[config.mk]
export PLATFORM = sky130hd
export DESIGN_NAME = vending_credit_and_change_controller_core
export DESIGN_NICKNAME = d
export VERILOG_FILES = /design/src/hdl/vcc_pkg.sv /design/src/hdl/vcc_mul.sv /design/src/hdl/vending_credit_and_change_controller_core.sv
export SDC_FILE = /design/constraint.sdc
export NUM_CORES = 1
export LEC_CHECK = 0
export ABC_AREA = 1
export BUFFER_PORTS_ARGS = -buffer_cell sky130_fd_sc_hd__buf_2
export CAP_MARGIN = 20
export CORE_UTILIZATION = 30
export DETAILED_ROUTE_END_ITERATION = 10
export GPL_TIMING_DRIVEN = 1
export PLACE_DENSITY = 0.48
export SLEW_MARGIN = 10
export SYNTH_ARGS = -nofsm -noshare
export SYNTH_HDL_FRONTEND = slang
export SYNTH_SLANG_ARGS = --single-unit
[constraint.sdc]
create_clock -name i_clk -period 15.4 [get_ports i_clk]
set_input_delay 3.08 -clock i_clk [delete_from_list [all_inputs] [get_ports i_clk]]
set_output_delay 3.08 -clock i_clk [all_outputs]
set_load 0.02 [all_outputs]
[src/hdl/vcc_pkg.sv]
package vcc_pkg;

    localparam int PRICE_REGS            = 6;
    localparam int FACE_COUNT            = 5;
    localparam int DEF_NUM_PRODUCTS      = 6;
    localparam int DEF_NUM_DENOMINATIONS = 5;

    localparam int CMD_W    = 3;
    localparam int COIN_W   = 11;
    localparam int SLOT_W   = 3;
    localparam int COUNT_W  = 16;
    localparam int STATUS_W = 4;
    localparam int CREDIT_W = 11;
    localparam int DEN_W    = 10;
    localparam int QTY_W    = 8;
    localparam int STOCK_W  = 8;
    localparam int CFG_IDX_W = 3;

    // q = (rest * recip) >> RECIP_SHIFT is exact for rest < 2**CREDIT_W
    localparam int RECIP_SHIFT = 21;
    localparam int RECIP_W     = 18;
    localparam int PROD_W      = CREDIT_W + RECIP_W;

    localparam logic [CREDIT_W-1:0] PRICE_RESET = 11'd100;
    localparam logic [CREDIT_W-1:0] LIMIT_RESET = 11'd1990;
    localparam logic [CFG_IDX_W-1:0] CFG_LIMIT  = 3'd6;

    localparam logic [CMD_W-1:0] CMD_INSERT  = 3'd0;
    localparam logic [CMD_W-1:0] CMD_SELECT  = 3'd1;
    localparam logic [CMD_W-1:0] CMD_CHANGE  = 3'd2;
    localparam logic [CMD_W-1:0] CMD_RESTOCK = 3'd3;
    localparam logic [CMD_W-1:0] CMD_LOAD    = 3'd4;

    localparam logic [STATUS_W-1:0] ST_ACCEPTED = 4'd0;
    localparam logic [STATUS_W-1:0] ST_BAD_COIN = 4'd1;
    localparam logic [STATUS_W-1:0] ST_OVER     = 4'd2;
    localparam logic [STATUS_W-1:0] ST_BOUGHT   = 4'd3;
    localparam logic [STATUS_W-1:0] ST_BAD_NUM  = 4'd4;
    localparam logic [STATUS_W-1:0] ST_SHORT    = 4'd5;
    localparam logic [STATUS_W-1:0] ST_SOLD_OUT = 4'd6;
    localparam logic [STATUS_W-1:0] ST_NOTHING  = 4'd7;
    localparam logic [STATUS_W-1:0] ST_COINS    = 4'd8;
    localparam logic [STATUS_W-1:0] ST_DONE     = 4'd9;
    localparam logic [STATUS_W-1:0] ST_LOADED   = 4'd10;

    typedef enum logic [5:0] {
        S_IDLE     = 6'b000001,
        S_EXEC     = 6'b000010,
        S_CHG_MUL  = 6'b000100,
        S_CHG_QUO  = 6'b001000,
        S_CHG_PAY  = 6'b010000,
        S_CHG_DONE = 6'b100000
    } t_state;

    function automatic logic [DEN_W-1:0] face_of(input logic [2:0] idx);
        logic [DEN_W-1:0] f;
        case (idx)
            3'd0:    f = 10'd10;
            3'd1:    f = 10'd50;
            3'd2:    f = 10'd100;
            3'd3:    f = 10'd500;
            3'd4:    f = 10'd1000;
            default: f = '0;
        endcase
        return f;
    endfunction

    function automatic logic [RECIP_W-1:0] recip_of(input logic [2:0] idx);
        logic [RECIP_W-1:0] r;
        case (idx)
            3'd0:    r = 18'd209716;
            3'd1:    r = 18'd41944;
            3'd2:    r = 18'd20972;
            3'd3:    r = 18'd4195;
            3'd4:    r = 18'd2098;
            default: r = '0;
        endcase
        return r;
    endfunction

endpackage

[src/hdl/vcc_mul.sv]
module vcc_mul #(
    parameter int A_W = 11,
    parameter int B_W = 18
) (
    input  logic               i_clk,
    input  logic [A_W-1:0]     i_a,
    input  logic [B_W-1:0]     i_b,
    output logic [A_W+B_W-1:0] o_p
);

    logic [A_W+B_W-1:0] r_p;

    always_ff @(posedge i_clk) begin
        r_p <= (A_W+B_W)'(i_a) * (A_W+B_W)'(i_b);
    end

    assign o_p = r_p;

endmodule

[src/hdl/vending_credit_and_change_controller_core.sv]
// Vending credit and change controller.
// Input channel (i_in_valid / o_in_ready) carries one command word: insert
// coin, select product, return change, restock or load coins. Output channel
// (o_out_valid / i_out_ready) returns result words; o_last marks the final
// word of a command. Prices and the credit limit are set through the plain
// write port (i_cfg_we, i_cfg_idx, i_cfg_data); the user must write them
// only while the block is idle, which the block itself does not enforce.
// Timing: a command is taken, executed in the next cycle and its result
// word is registered at the end of that execute cycle. The block takes one
// command at a time and is ready again once its last result word has left
// the output register. Change return runs the shared multiplier in three
// steps per denomination (quotient by reciprocal, quotient times face value,
// pay); the pay step waits while the output register is stalled.
// A stalled receiver holds the output register; the sequencer waits on it.
// Reset (synchronous, active low) clears credit, stock and coin counts,
// sets all prices to 100 and the credit limit to 1990, and empties the
// output register. No clearing pass is needed.
module vending_credit_and_change_controller_core #(
    parameter int NUM_PRODUCTS      = vcc_pkg::DEF_NUM_PRODUCTS,
    parameter int NUM_DENOMINATIONS = vcc_pkg::DEF_NUM_DENOMINATIONS
) (
    input  logic                           i_clk,
    input  logic                           i_rst_n,
    input  logic                           i_in_valid,
    output logic                           o_in_ready,
    input  logic [vcc_pkg::CMD_W-1:0]      i_command,
    input  logic [vcc_pkg::COIN_W-1:0]     i_coin_value,
    input  logic [vcc_pkg::SLOT_W-1:0]     i_slot,
    input  logic [vcc_pkg::COUNT_W-1:0]    i_count,
    output logic                           o_out_valid,
    input  logic                           i_out_ready,
    output logic [vcc_pkg::STATUS_W-1:0]   o_status,
    output logic [vcc_pkg::CREDIT_W-1:0]   o_credit_after,
    output logic [vcc_pkg::DEN_W-1:0]      o_denomination,
    output logic [vcc_pkg::QTY_W-1:0]      o_coin_quantity,
    output logic [vcc_pkg::CREDIT_W-1:0]   o_undispensed,
    output logic                           o_last,
    input  logic                           i_cfg_we,
    input  logic [vcc_pkg::CFG_IDX_W-1:0]  i_cfg_idx,
    input  logic [vcc_pkg::CREDIT_W-1:0]   i_cfg_data
);

    import vcc_pkg::*;

    localparam int PROD_CNT  = (NUM_PRODUCTS < PRICE_REGS) ? NUM_PRODUCTS : PRICE_REGS;
    localparam int DENOM_CNT = (NUM_DENOMINATIONS < FACE_COUNT) ? NUM_DENOMINATIONS : FACE_COUNT;
    localparam int PIDX_W    = (PROD_CNT > 1) ? $clog2(PROD_CNT) : 1;
    localparam int DIDX_W    = (DENOM_CNT > 1) ? $clog2(DENOM_CNT) : 1;

    t_state                 r_state, n_state;
    logic [CMD_W-1:0]       r_cmd;
    logic [COIN_W-1:0]      r_coin;
    logic [SLOT_W-1:0]      r_slot;
    logic [COUNT_W-1:0]     r_cnt;
    logic [CREDIT_W-1:0]    r_credit, n_credit;
    logic [CREDIT_W-1:0]    r_limit;
    logic [CREDIT_W-1:0]    r_price [PRICE_REGS];
    logic [STOCK_W-1:0]     r_stock [PROD_CNT];
    logic [STOCK_W-1:0]     n_stock [PROD_CNT];
    logic [COUNT_W-1:0]     r_coins [DENOM_CNT];
    logic [COUNT_W-1:0]     n_coins [DENOM_CNT];
    logic [CREDIT_W-1:0]    r_rest, n_rest;
    logic [DIDX_W-1:0]      r_den, n_den;
    logic [QTY_W-1:0]       r_quo, n_quo;

    logic                   r_out_valid, n_out_valid;
    logic [STATUS_W-1:0]    r_status, n_status;
    logic [CREDIT_W-1:0]    r_out_credit, n_out_credit;
    logic [DEN_W-1:0]       r_out_den, n_out_den;
    logic [QTY_W-1:0]       r_out_qty, n_out_qty;
    logic [CREDIT_W-1:0]    r_out_und, n_out_und;
    logic                   r_out_last, n_out_last;

    logic [CREDIT_W-1:0]    mul_a;
    logic [RECIP_W-1:0]     mul_b;
    logic [PROD_W-1:0]      mul_p;

    logic                   in_fire;
    logic                   out_free;
    logic                   coin_hit;
    logic [DIDX_W-1:0]      coin_idx;
    logic [CREDIT_W:0]      coin_sum;
    logic                   prod_ok;
    logic                   den_ok;
    logic [PIDX_W-1:0]      pidx;
    logic [DIDX_W-1:0]      lidx;
    logic [CREDIT_W-1:0]    price_sel;
    logic [COUNT_W-1:0]     coin_cur;
    logic                   pay_ok;
    logic                   step;

    assign o_in_ready = (r_state == S_IDLE) && !r_out_valid;
    assign in_fire    = i_in_valid && o_in_ready;
    assign out_free   = !r_out_valid || i_out_ready;

    assign coin_sum  = {1'b0, r_credit} + {1'b0, r_coin};
    assign prod_ok   = (r_slot != '0) && (32'(r_slot) <= PROD_CNT);
    assign den_ok    = 32'(r_slot) < DENOM_CNT;
    assign pidx      = PIDX_W'(r_slot - 3'd1);
    assign lidx      = DIDX_W'(r_slot);
    assign price_sel = r_price[3'(r_slot - 3'd1)];
    assign coin_cur  = r_coins[r_den];
    assign pay_ok    = (r_quo != '0) && (coin_cur >= COUNT_W'(r_quo));

    always_comb begin
        coin_hit = 1'b0;
        coin_idx = '0;
        for (int i = 0; i < DENOM_CNT; i++) begin
            if ({1'b0, face_of(3'(i))} == r_coin) begin
                coin_hit = 1'b1;
                coin_idx = DIDX_W'(i);
            end
        end
    end

    // while paying, the held quotient keeps the product steady across stalls
    always_comb begin
        if (r_state == S_CHG_MUL) begin
            mul_a = r_rest;
            mul_b = recip_of(3'(r_den));
        end else begin
            mul_a = (r_state == S_CHG_QUO) ? CREDIT_W'(mul_p[RECIP_SHIFT +: QTY_W])
                                           : CREDIT_W'(r_quo);
            mul_b = RECIP_W'(face_of(3'(r_den)));
        end
    end

    vcc_mul #(
        .A_W (CREDIT_W),
        .B_W (RECIP_W)
    ) u_mul (
        .i_clk (i_clk),
        .i_a   (mul_a),
        .i_b   (mul_b),
        .o_p   (mul_p)
    );

    always_comb begin
        n_state      = r_state;
        n_credit     = r_credit;
        n_stock      = r_stock;
        n_coins      = r_coins;
        n_rest       = r_rest;
        n_den        = r_den;
        n_quo        = r_quo;
        n_out_valid  = r_out_valid && !i_out_ready;
        n_status     = r_status;
        n_out_credit = r_out_credit;
        n_out_den    = r_out_den;
        n_out_qty    = r_out_qty;
        n_out_und    = r_out_und;
        n_out_last   = r_out_last;
        step         = 1'b0;

        case (r_state)
            S_IDLE: begin
                if (in_fire) begin
                    n_state = S_EXEC;
                end
            end
            S_EXEC: begin
                n_state    = S_IDLE;
                n_out_den  = '0;
                n_out_qty  = '0;
                n_out_und  = '0;
                n_out_last = 1'b1;
                case (r_cmd)
                    CMD_INSERT: begin
                        n_out_valid = 1'b1;
                        if (!coin_hit) begin
                            n_status = ST_BAD_COIN;
                        end else if (coin_sum > {1'b0, r_limit}) begin
                            n_status = ST_OVER;
                        end else begin
                            n_status = ST_ACCEPTED;
                            n_credit = coin_sum[CREDIT_W-1:0];
                            if (r_coins[coin_idx] != '1) begin
                                n_coins[coin_idx] = r_coins[coin_idx] + COUNT_W'(1);
                            end
                        end
                    end
                    CMD_SELECT: begin
                        n_out_valid = 1'b1;
                        if (!prod_ok) begin
                            n_status = ST_BAD_NUM;
                        end else if (r_credit < price_sel) begin
                            n_status = ST_SHORT;
                        end else if (r_stock[pidx] == '0) begin
                            n_status = ST_SOLD_OUT;
                        end else begin
                            n_status       = ST_BOUGHT;
                            n_credit       = r_credit - price_sel;
                            n_stock[pidx]  = r_stock[pidx] - STOCK_W'(1);
                        end
                    end
                    CMD_CHANGE: begin
                        if (r_credit == '0) begin
                            n_out_valid = 1'b1;
                            n_status    = ST_NOTHING;
                        end else begin
                            n_rest  = r_credit;
                            n_den   = DIDX_W'(DENOM_CNT - 1);
                            n_state = S_CHG_MUL;
                        end
                    end
                    CMD_RESTOCK: begin
                        n_out_valid = 1'b1;
                        if (!prod_ok) begin
                            n_status = ST_BAD_NUM;
                        end else begin
                            n_status      = ST_LOADED;
                            n_stock[pidx] = (r_cnt > COUNT_W'(255)) ? '1 : r_cnt[STOCK_W-1:0];
                        end
                    end
                    CMD_LOAD: begin
                        n_out_valid = 1'b1;
                        if (!den_ok) begin
                            n_status = ST_BAD_NUM;
                        end else begin
                            n_status      = ST_LOADED;
                            n_coins[lidx] = r_cnt;
                        end
                    end
                    default: begin
                        n_state = S_IDLE;
                    end
                endcase
                n_out_credit = n_credit;
            end
            S_CHG_MUL: begin
                n_state = S_CHG_QUO;
            end
            S_CHG_QUO: begin
                n_quo   = mul_p[RECIP_SHIFT +: QTY_W];
                n_state = S_CHG_PAY;
            end
            S_CHG_PAY: begin
                if (!pay_ok) begin
                    step = 1'b1;
                end else if (out_free) begin
                    step          = 1'b1;
                    n_out_valid   = 1'b1;
                    n_status      = ST_COINS;
                    n_out_credit  = '0;
                    n_out_den     = face_of(3'(r_den));
                    n_out_qty     = r_quo;
                    n_out_und     = '0;
                    n_out_last    = 1'b0;
                    n_coins[r_den] = coin_cur - COUNT_W'(r_quo);
                    n_rest        = r_rest - mul_p[CREDIT_W-1:0];
                end
                if (step) begin
                    if (r_den == '0) begin
                        n_state = S_CHG_DONE;
                    end else begin
                        n_den   = r_den - DIDX_W'(1);
                        n_state = S_CHG_MUL;
                    end
                end
            end
            S_CHG_DONE: begin
                if (out_free) begin
                    n_out_valid  = 1'b1;
                    n_status     = ST_DONE;
                    n_out_credit = '0;
                    n_out_den    = '0;
                    n_out_qty    = '0;
                    n_out_und    = r_rest;
                    n_out_last   = 1'b1;
                    n_credit     = '0;
                    n_state      = S_IDLE;
                end
            end
            default: begin
                n_state = S_IDLE;
            end
        endcase
    end

    always_ff @(posedge i_clk) begin
        if (!i_rst_n) begin
            r_state     <= S_IDLE;
            r_out_valid <= 1'b0;
            r_credit    <= '0;
            r_stock     <= '{default: '0};
            r_coins     <= '{default: '0};
            r_price     <= '{default: PRICE_RESET};
            r_limit     <= LIMIT_RESET;
        end else begin
            r_state     <= n_state;
            r_out_valid <= n_out_valid;
            r_credit    <= n_credit;
            r_stock     <= n_stock;
            r_coins     <= n_coins;
            if (i_cfg_we) begin
                if (32'(i_cfg_idx) < PRICE_REGS) begin
                    r_price[i_cfg_idx] <= i_cfg_data;
                end else if (i_cfg_idx == CFG_LIMIT) begin
                    r_limit <= i_cfg_data;
                end
            end
        end
    end

    always_ff @(posedge i_clk) begin
        if (in_fire) begin
            r_cmd  <= i_command;
            r_coin <= i_coin_value;
            r_slot <= i_slot;
            r_cnt  <= i_count;
        end
        r_rest       <= n_rest;
        r_den        <= n_den;
        r_quo        <= n_quo;
        r_status     <= n_status;
        r_out_credit <= n_out_credit;
        r_out_den    <= n_out_den;
        r_out_qty    <= n_out_qty;
        r_out_und    <= n_out_und;
        r_out_last   <= n_out_last;
    end

    assign o_out_valid     = r_out_valid;
    assign o_status        = r_status;
    assign o_credit_after  = r_out_credit;
    assign o_denomination  = r_out_den;
    assign o_coin_quantity = r_out_qty;
    assign o_undispensed   = r_out_und;
    assign o_last          = r_out_last;

endmodule

# Yosys cells after proc, flatten, opt, wreduce, memory -nomap -nowiden
# Index checks and enable logic that the tools add are counted.
totals:
  elab_cells: 262
  reg_bits: 352
  input_bits: 52
classes:
  reduce_logical: 35
  mux: 120
  bitwise: 6
  n_lt_le_gt_ge: 17
  add_sub_neg: 8
  n_eq_ne: 40
  n_mul: 1
ops:
  columns: ["operator", "n"]
  rows:
  - ["2-to-1 mux 80 bit", 6]
  - ["one-hot mux 80 bit (2 select lines)", 2]
  - ["bitwise mux 80 bit", 3]
  - ["2-to-1 mux 11 bit", 18]
  - ["2-to-1 mux 48 bit", 4]
  - ["demux 16 bit (select 3 bit)", 3]
  - ["2-to-1 mux 16 bit", 7]
  - ["binary-select mux 16 bit (select 3 bit)", 2]
  - ["bitwise mux 48 bit", 2]
  - ["one-hot mux 48 bit (2 select lines)", 1]
  - ["one-hot mux 18 bit (5 select lines)", 1]
  - ["bitwise mux 66 bit", 1]
  - ["one-hot mux 11 bit (2 select lines)", 3]
  - ["one-hot mux 11 bit (3 select lines)", 2]
  - ["2-to-1 mux 8 bit", 8]
  - ["one-hot mux 10 bit (5 select lines)", 1]
  - ["2-to-1 mux 3 bit", 12]
  - ["one-hot mux 6 bit (6 select lines)", 1]
  - ["binary-select mux 11 bit (select 3 bit)", 1]
  - ["demux 11 bit (select 3 bit)", 1]
  - ["2-to-1 mux 10 bit", 3]
  - ["one-hot mux 10 bit (3 select lines)", 1]
  - ["multiplier 11 x 18 -> 29 bit", 1]
  - ["binary-select mux 8 bit (select 3 bit)", 1]
  - ["64 further kinds", 142]

# Depth between registers and ports, before layout
logic_depth:
  depth_word: 16
  mapped_depth: 35

# Modules after synthesis
# From an unflattened synthesis, not the netlist that was laid out.
hier_totals:
  cells_unflattened: 4018
  hier_area_um2: 27610.2
modules_own_cells:
  columns: ["mod", "area_per_inst_um2", "instances", "cells_per_inst", "seq_area_each_um2"]
  rows:
  - ["vending_credit_and_change_controller_core", 19930.4, 1, 2938, 7407.1]
  - ["vcc_mul", 7679.9, 1, 1080, 580.6]

# Worst setup path after synthesis
# Ideal clock, no wire load.
synth_timing:
  path_kind: "flip-flop to flip-flop"
  startpoint: "register r_state[5]"
  endpoint: "register u_mul.r_p[24], in the netlist u_mul.o_p[24]"
  required_time_ns: 15.273
  setup_ns: 0.127
  setup_slack_ns: 8.754
  path_stages_with_launch: 27
  synth_period_minus_slack_ns: 6.646
  arrival_time_ns: 6.520
  cell_sequence: "dfxtp_1 -> nor2_1 -> inv_1 -> nor4_1 -> clkbuf_1 -> nand2_1 -> o211ai_1 -> o21ai_0 -> inv_1 -> nand2_1 -> fa_1 -> fa_1 -> fa_1 -> inv_1 -> fa_1 -> inv_1 -> fa_1 -> inv_1 -> ha_1 -> a21oi_1 -> a21boi_0 -> o21ai_0 -> a21oi_1 -> o21ai_0 -> a21oi_1 -> o21ai_0 -> xor2_1"
synth_via:
  elab_chain_len: 4
  word_cells_on_any_way: 6
synth_lines:
  columns: ["item", "line", "rtl"]
  rows:
  - ["start, declared", "vending_credit_and_change_controller_core.sv:50", "t_state r_state, n_state;"]
  - ["start signal, assigned", "vending_credit_and_change_controller_core.sv:290", "r_state <= n_state;"]
  - ["equality test 6 x 4 -> 1 bit", "vending_credit_and_change_controller_core.sv:122", "mul_a = (r_state == S_CHG_QUO) ? CREDIT_W'(mul_p[RECIP_SHIFT +: QTY_W])"]
  - ["2-to-1 mux 8 bit", "vending_credit_and_change_controller_core.sv:122", null]
  - ["2-to-1 mux 11 bit", "vending_credit_and_change_controller_core.sv:118", "if (r_state == S_CHG_MUL) begin"]
  - ["multiplier 11 x 18 -> 29 bit *", "vcc_mul.sv:14", "r_p <= (A_W+B_W)'(i_a) * (A_W+B_W)'(i_b);"]
  - ["end signal, assigned", "vcc_mul.sv:14", null]
  - ["end, declared", "vcc_mul.sv:11", "logic [A_W+B_W-1:0] r_p;"]
# Mark *: on every way between the ends. The rest lies on a longest branch, timed or not.
# A chain may end at the register's enable or synchronous reset.

# Worst setup path after layout
# Same ends and word-level chain as after synthesis.

==> results.ini <==
[power]
power.density_mw_per_mm2 = 100
leakage_nw = 13.7
power_mw = 2.92
ir_drop_mv = 0.0869

[timing]
fin_setup_tns_ps = 0
hold_violations = 0
min_period_ps = 7430
final_max_slew_viol_count = 0
max_slew_margin_pct = 29.1
setup_viol = 0
timing.fmax_ghz = 0.135
rsz0062_at_grt = no
period_share_pct = 48.2
hold_ws_ps = 446
fin_skew_ps = 73.5
tightest_slew_ps = 1060

[critical_path]
reg2reg_to = u_mul.o_p[24]
criticalPathCategory = register to register
worstSetupStartpointType = register
r2r_start = r_state[5]
reg2reg_depth = 26
r2r_setup_slack_ps = 7970
cp_data_arrival_time_ps = 7890
crit_required_ps = 15860
endpoint_kind = register
startpoint = r_state[5]
critPathMaxFanout = 40

[finish]
final_cell_area_mm2 = 0.0292
antenna_cells = 0
layout-drive-gt1-share_pct = 7.06
area_delta_synth_final_pct = 12.9
fin_nets = 4047
fillCellCount = 9365

[synthesis]
ys_types = 59
synth_edf_count = 98
postSynthAreaPerCell_um2 = 7.08
ys.flop_type = dfxtp_1
ys_ff_latch = 340
seq_area_frac_synth_pct = 30.1
synth_top_cell_by_area = dfxtp_1
syn-num-nets = 3976
yosysWarnings = 0
synthTopCellsByCount = 744 x nand2_1, 609 x inv_1, 591 x nor2_1, 242 x dfxtp_1, 198 x o21ai_0
async_flop_share_pct = 0
syn_inst = 3647
netlist_area_mm2 = 0.0258
synth_area_leaders = dfxtp_1 19%, edfxtp_1 11%, nand2_1 11%
synth.most_common_cell = nand2_1
synth_top_area_share_pct = 18.8

[drt]
routed_wl_um = 97100
ant_nets = 0
drtIter0Drc = 2026
drt_first_pass_iters = 6
viasPerCell = 4.92
vias = 24100
drc = 0
routedWlPerCell_um = 19.8

[clock_network]
cts_root_buffer = clkbuf_16
htreeDepth = 2
clkTransAtPathRegs_ps = 60
cts_tree = done
cts_setup_buffers = 0
cts_made_buffers = 46
cts_hold_buf = 0
cts_sinks = 340
cts_resized = 0
clkLatencyLatePin_ps = 640
cts_max_path_buffers = 3

[grt]
grt_pass1_wl_um = 148000
grt.total_usage_pct = 22.4
grt_max_degree = 116
antenna_found_initial = 1
first_global_vias = 23700
grt_overflow = 0

[hold_path]
hold_end = r_stock[24]
holdCritStartpoint = r_stock[24]
holdPathStages = 2
hold_path_class = register to register

[placement]
gp_routability_congestion = 0.974
place_area_mm2 = 0.0276
port-buffer-count = 97
hpwl_um = 74700

[floorplanning]
chipWidth_um = 295
fp.dieArea_mm2 = 0.0873
ios = 99
die_height_um = 295
coreArea_mm2 = 0.0853
rows = 107
start_util_pct = 30.3

[flow_run]
maxCapViolCount = 0

[status]
status = complete, no violations

## logic make-up after synthesis
group                    share of synthesized area (%)
AND/OR/NAND/NOR                                   27.1
buffers and inverters                             11.0
AO/OA/AOI/OAI                                     12.5
flip-flops                                        30.1
adder cells (fa/ha/maj)                           17.3
XOR/XNOR                                          1.97
other                                           0.0145
## power by group
group / switching (mW) / total, mW / internal, mW
registers: 0.0641 / 1.07 / 1.01
clock network: 0.461 / 1.11 / 0.647
logic: 0.533 / 0.740 / 0.207
## through the flow
step                utilization [%]  std cells  setup WS (ps)
detailed placement             32.3       4812           8060
floorplan                         -       3647           8750
global route                   34.2       4900           7490
CTS                            34.2       4898           8040
global placement               32.3       4811           8130
finish                         34.2       4900           7970
## critical path, cell delays in order, from the launching register on
cell	delay, ps
dfxtp_1	340
nor2_1	150
inv_1	100
nor4_2	180
inv_1	60
buf_4	260
o21ai_0	830
clkinv_1	660
nand2_1	250
fa_1	460
fa_1	490
fa_1	500
inv_1	50
fa_1	530
inv_1	50
fa_1	530
inv_1	40
ha_1	360
a21oi_1	150
a21boi_0	190
buf_4	180
o21ai_0	130
a21oi_1	150
o21ai_0	100
a21oi_1	220
o21ai_0	130
xor2_1	160
## flip-flops by register name (all words and copies together) (netlist names), 11 cells and up
name and cells:
r_price 66, u_mul.o_p 19, r_stock 48, r_coins 80, r_credit 11, o_undispensed 11
r_coin 11, o_credit_after 11, r_cnt 16, r_rest 11, r_limit 11
## worst max-delay path by stage
stage and end:
2_1_floorplan u_mul.o_p[24], 3_3_place_gp u_mul.o_p[24], 3_5_place_dp u_mul.o_p[24], 4_1_cts u_mul.o_p[24], 5_1_grt u_mul.o_p[27], 6_report u_mul.o_p[24]
## cell usage in the layout (no fill, tap or decap), types with 55 or more instances in the layout
cell / synthesis / final
nand2_1: 744 / 744
inv_1: 609 / 608
nor2_1: 591 / 591
dfxtp_1: 242 / 242
o21ai_0: 198 / 198
nand3_1: 181 / 181
a21oi_1: 167 / 167
ha_1: 142 / 142
fa_1: 135 / 135
edfxtp_1: 98 / 98
buf_2: 27 / 96
nand4_1: 77 / 77
o22ai_1: 55 / 55
## final cells by class
type                       count  area [um2]  share of cell area (%)
inverter                     629        2360                    8.09
sequential                   340        7790                    26.7
timing repair buffer         136         785                    2.69
multi-input combinational   2565       15200                    52.2
tap                         1144        1430                    4.91
clock buffer                  68        1350                    4.61
clock inverter                18         231                   0.793
## metal layers
metal	global-route usage, %	vias up	wire length, um	part of all wire (%)
met5	0	-	0	0
met2	36.7	747	44400	46
met3	3.33	154	5700	5.9
met4	7.18	0	3020	3.1
met1	30.0	11300	44000	45
li1	-	11900	-	-
Power figures use the tool's default switching activity.
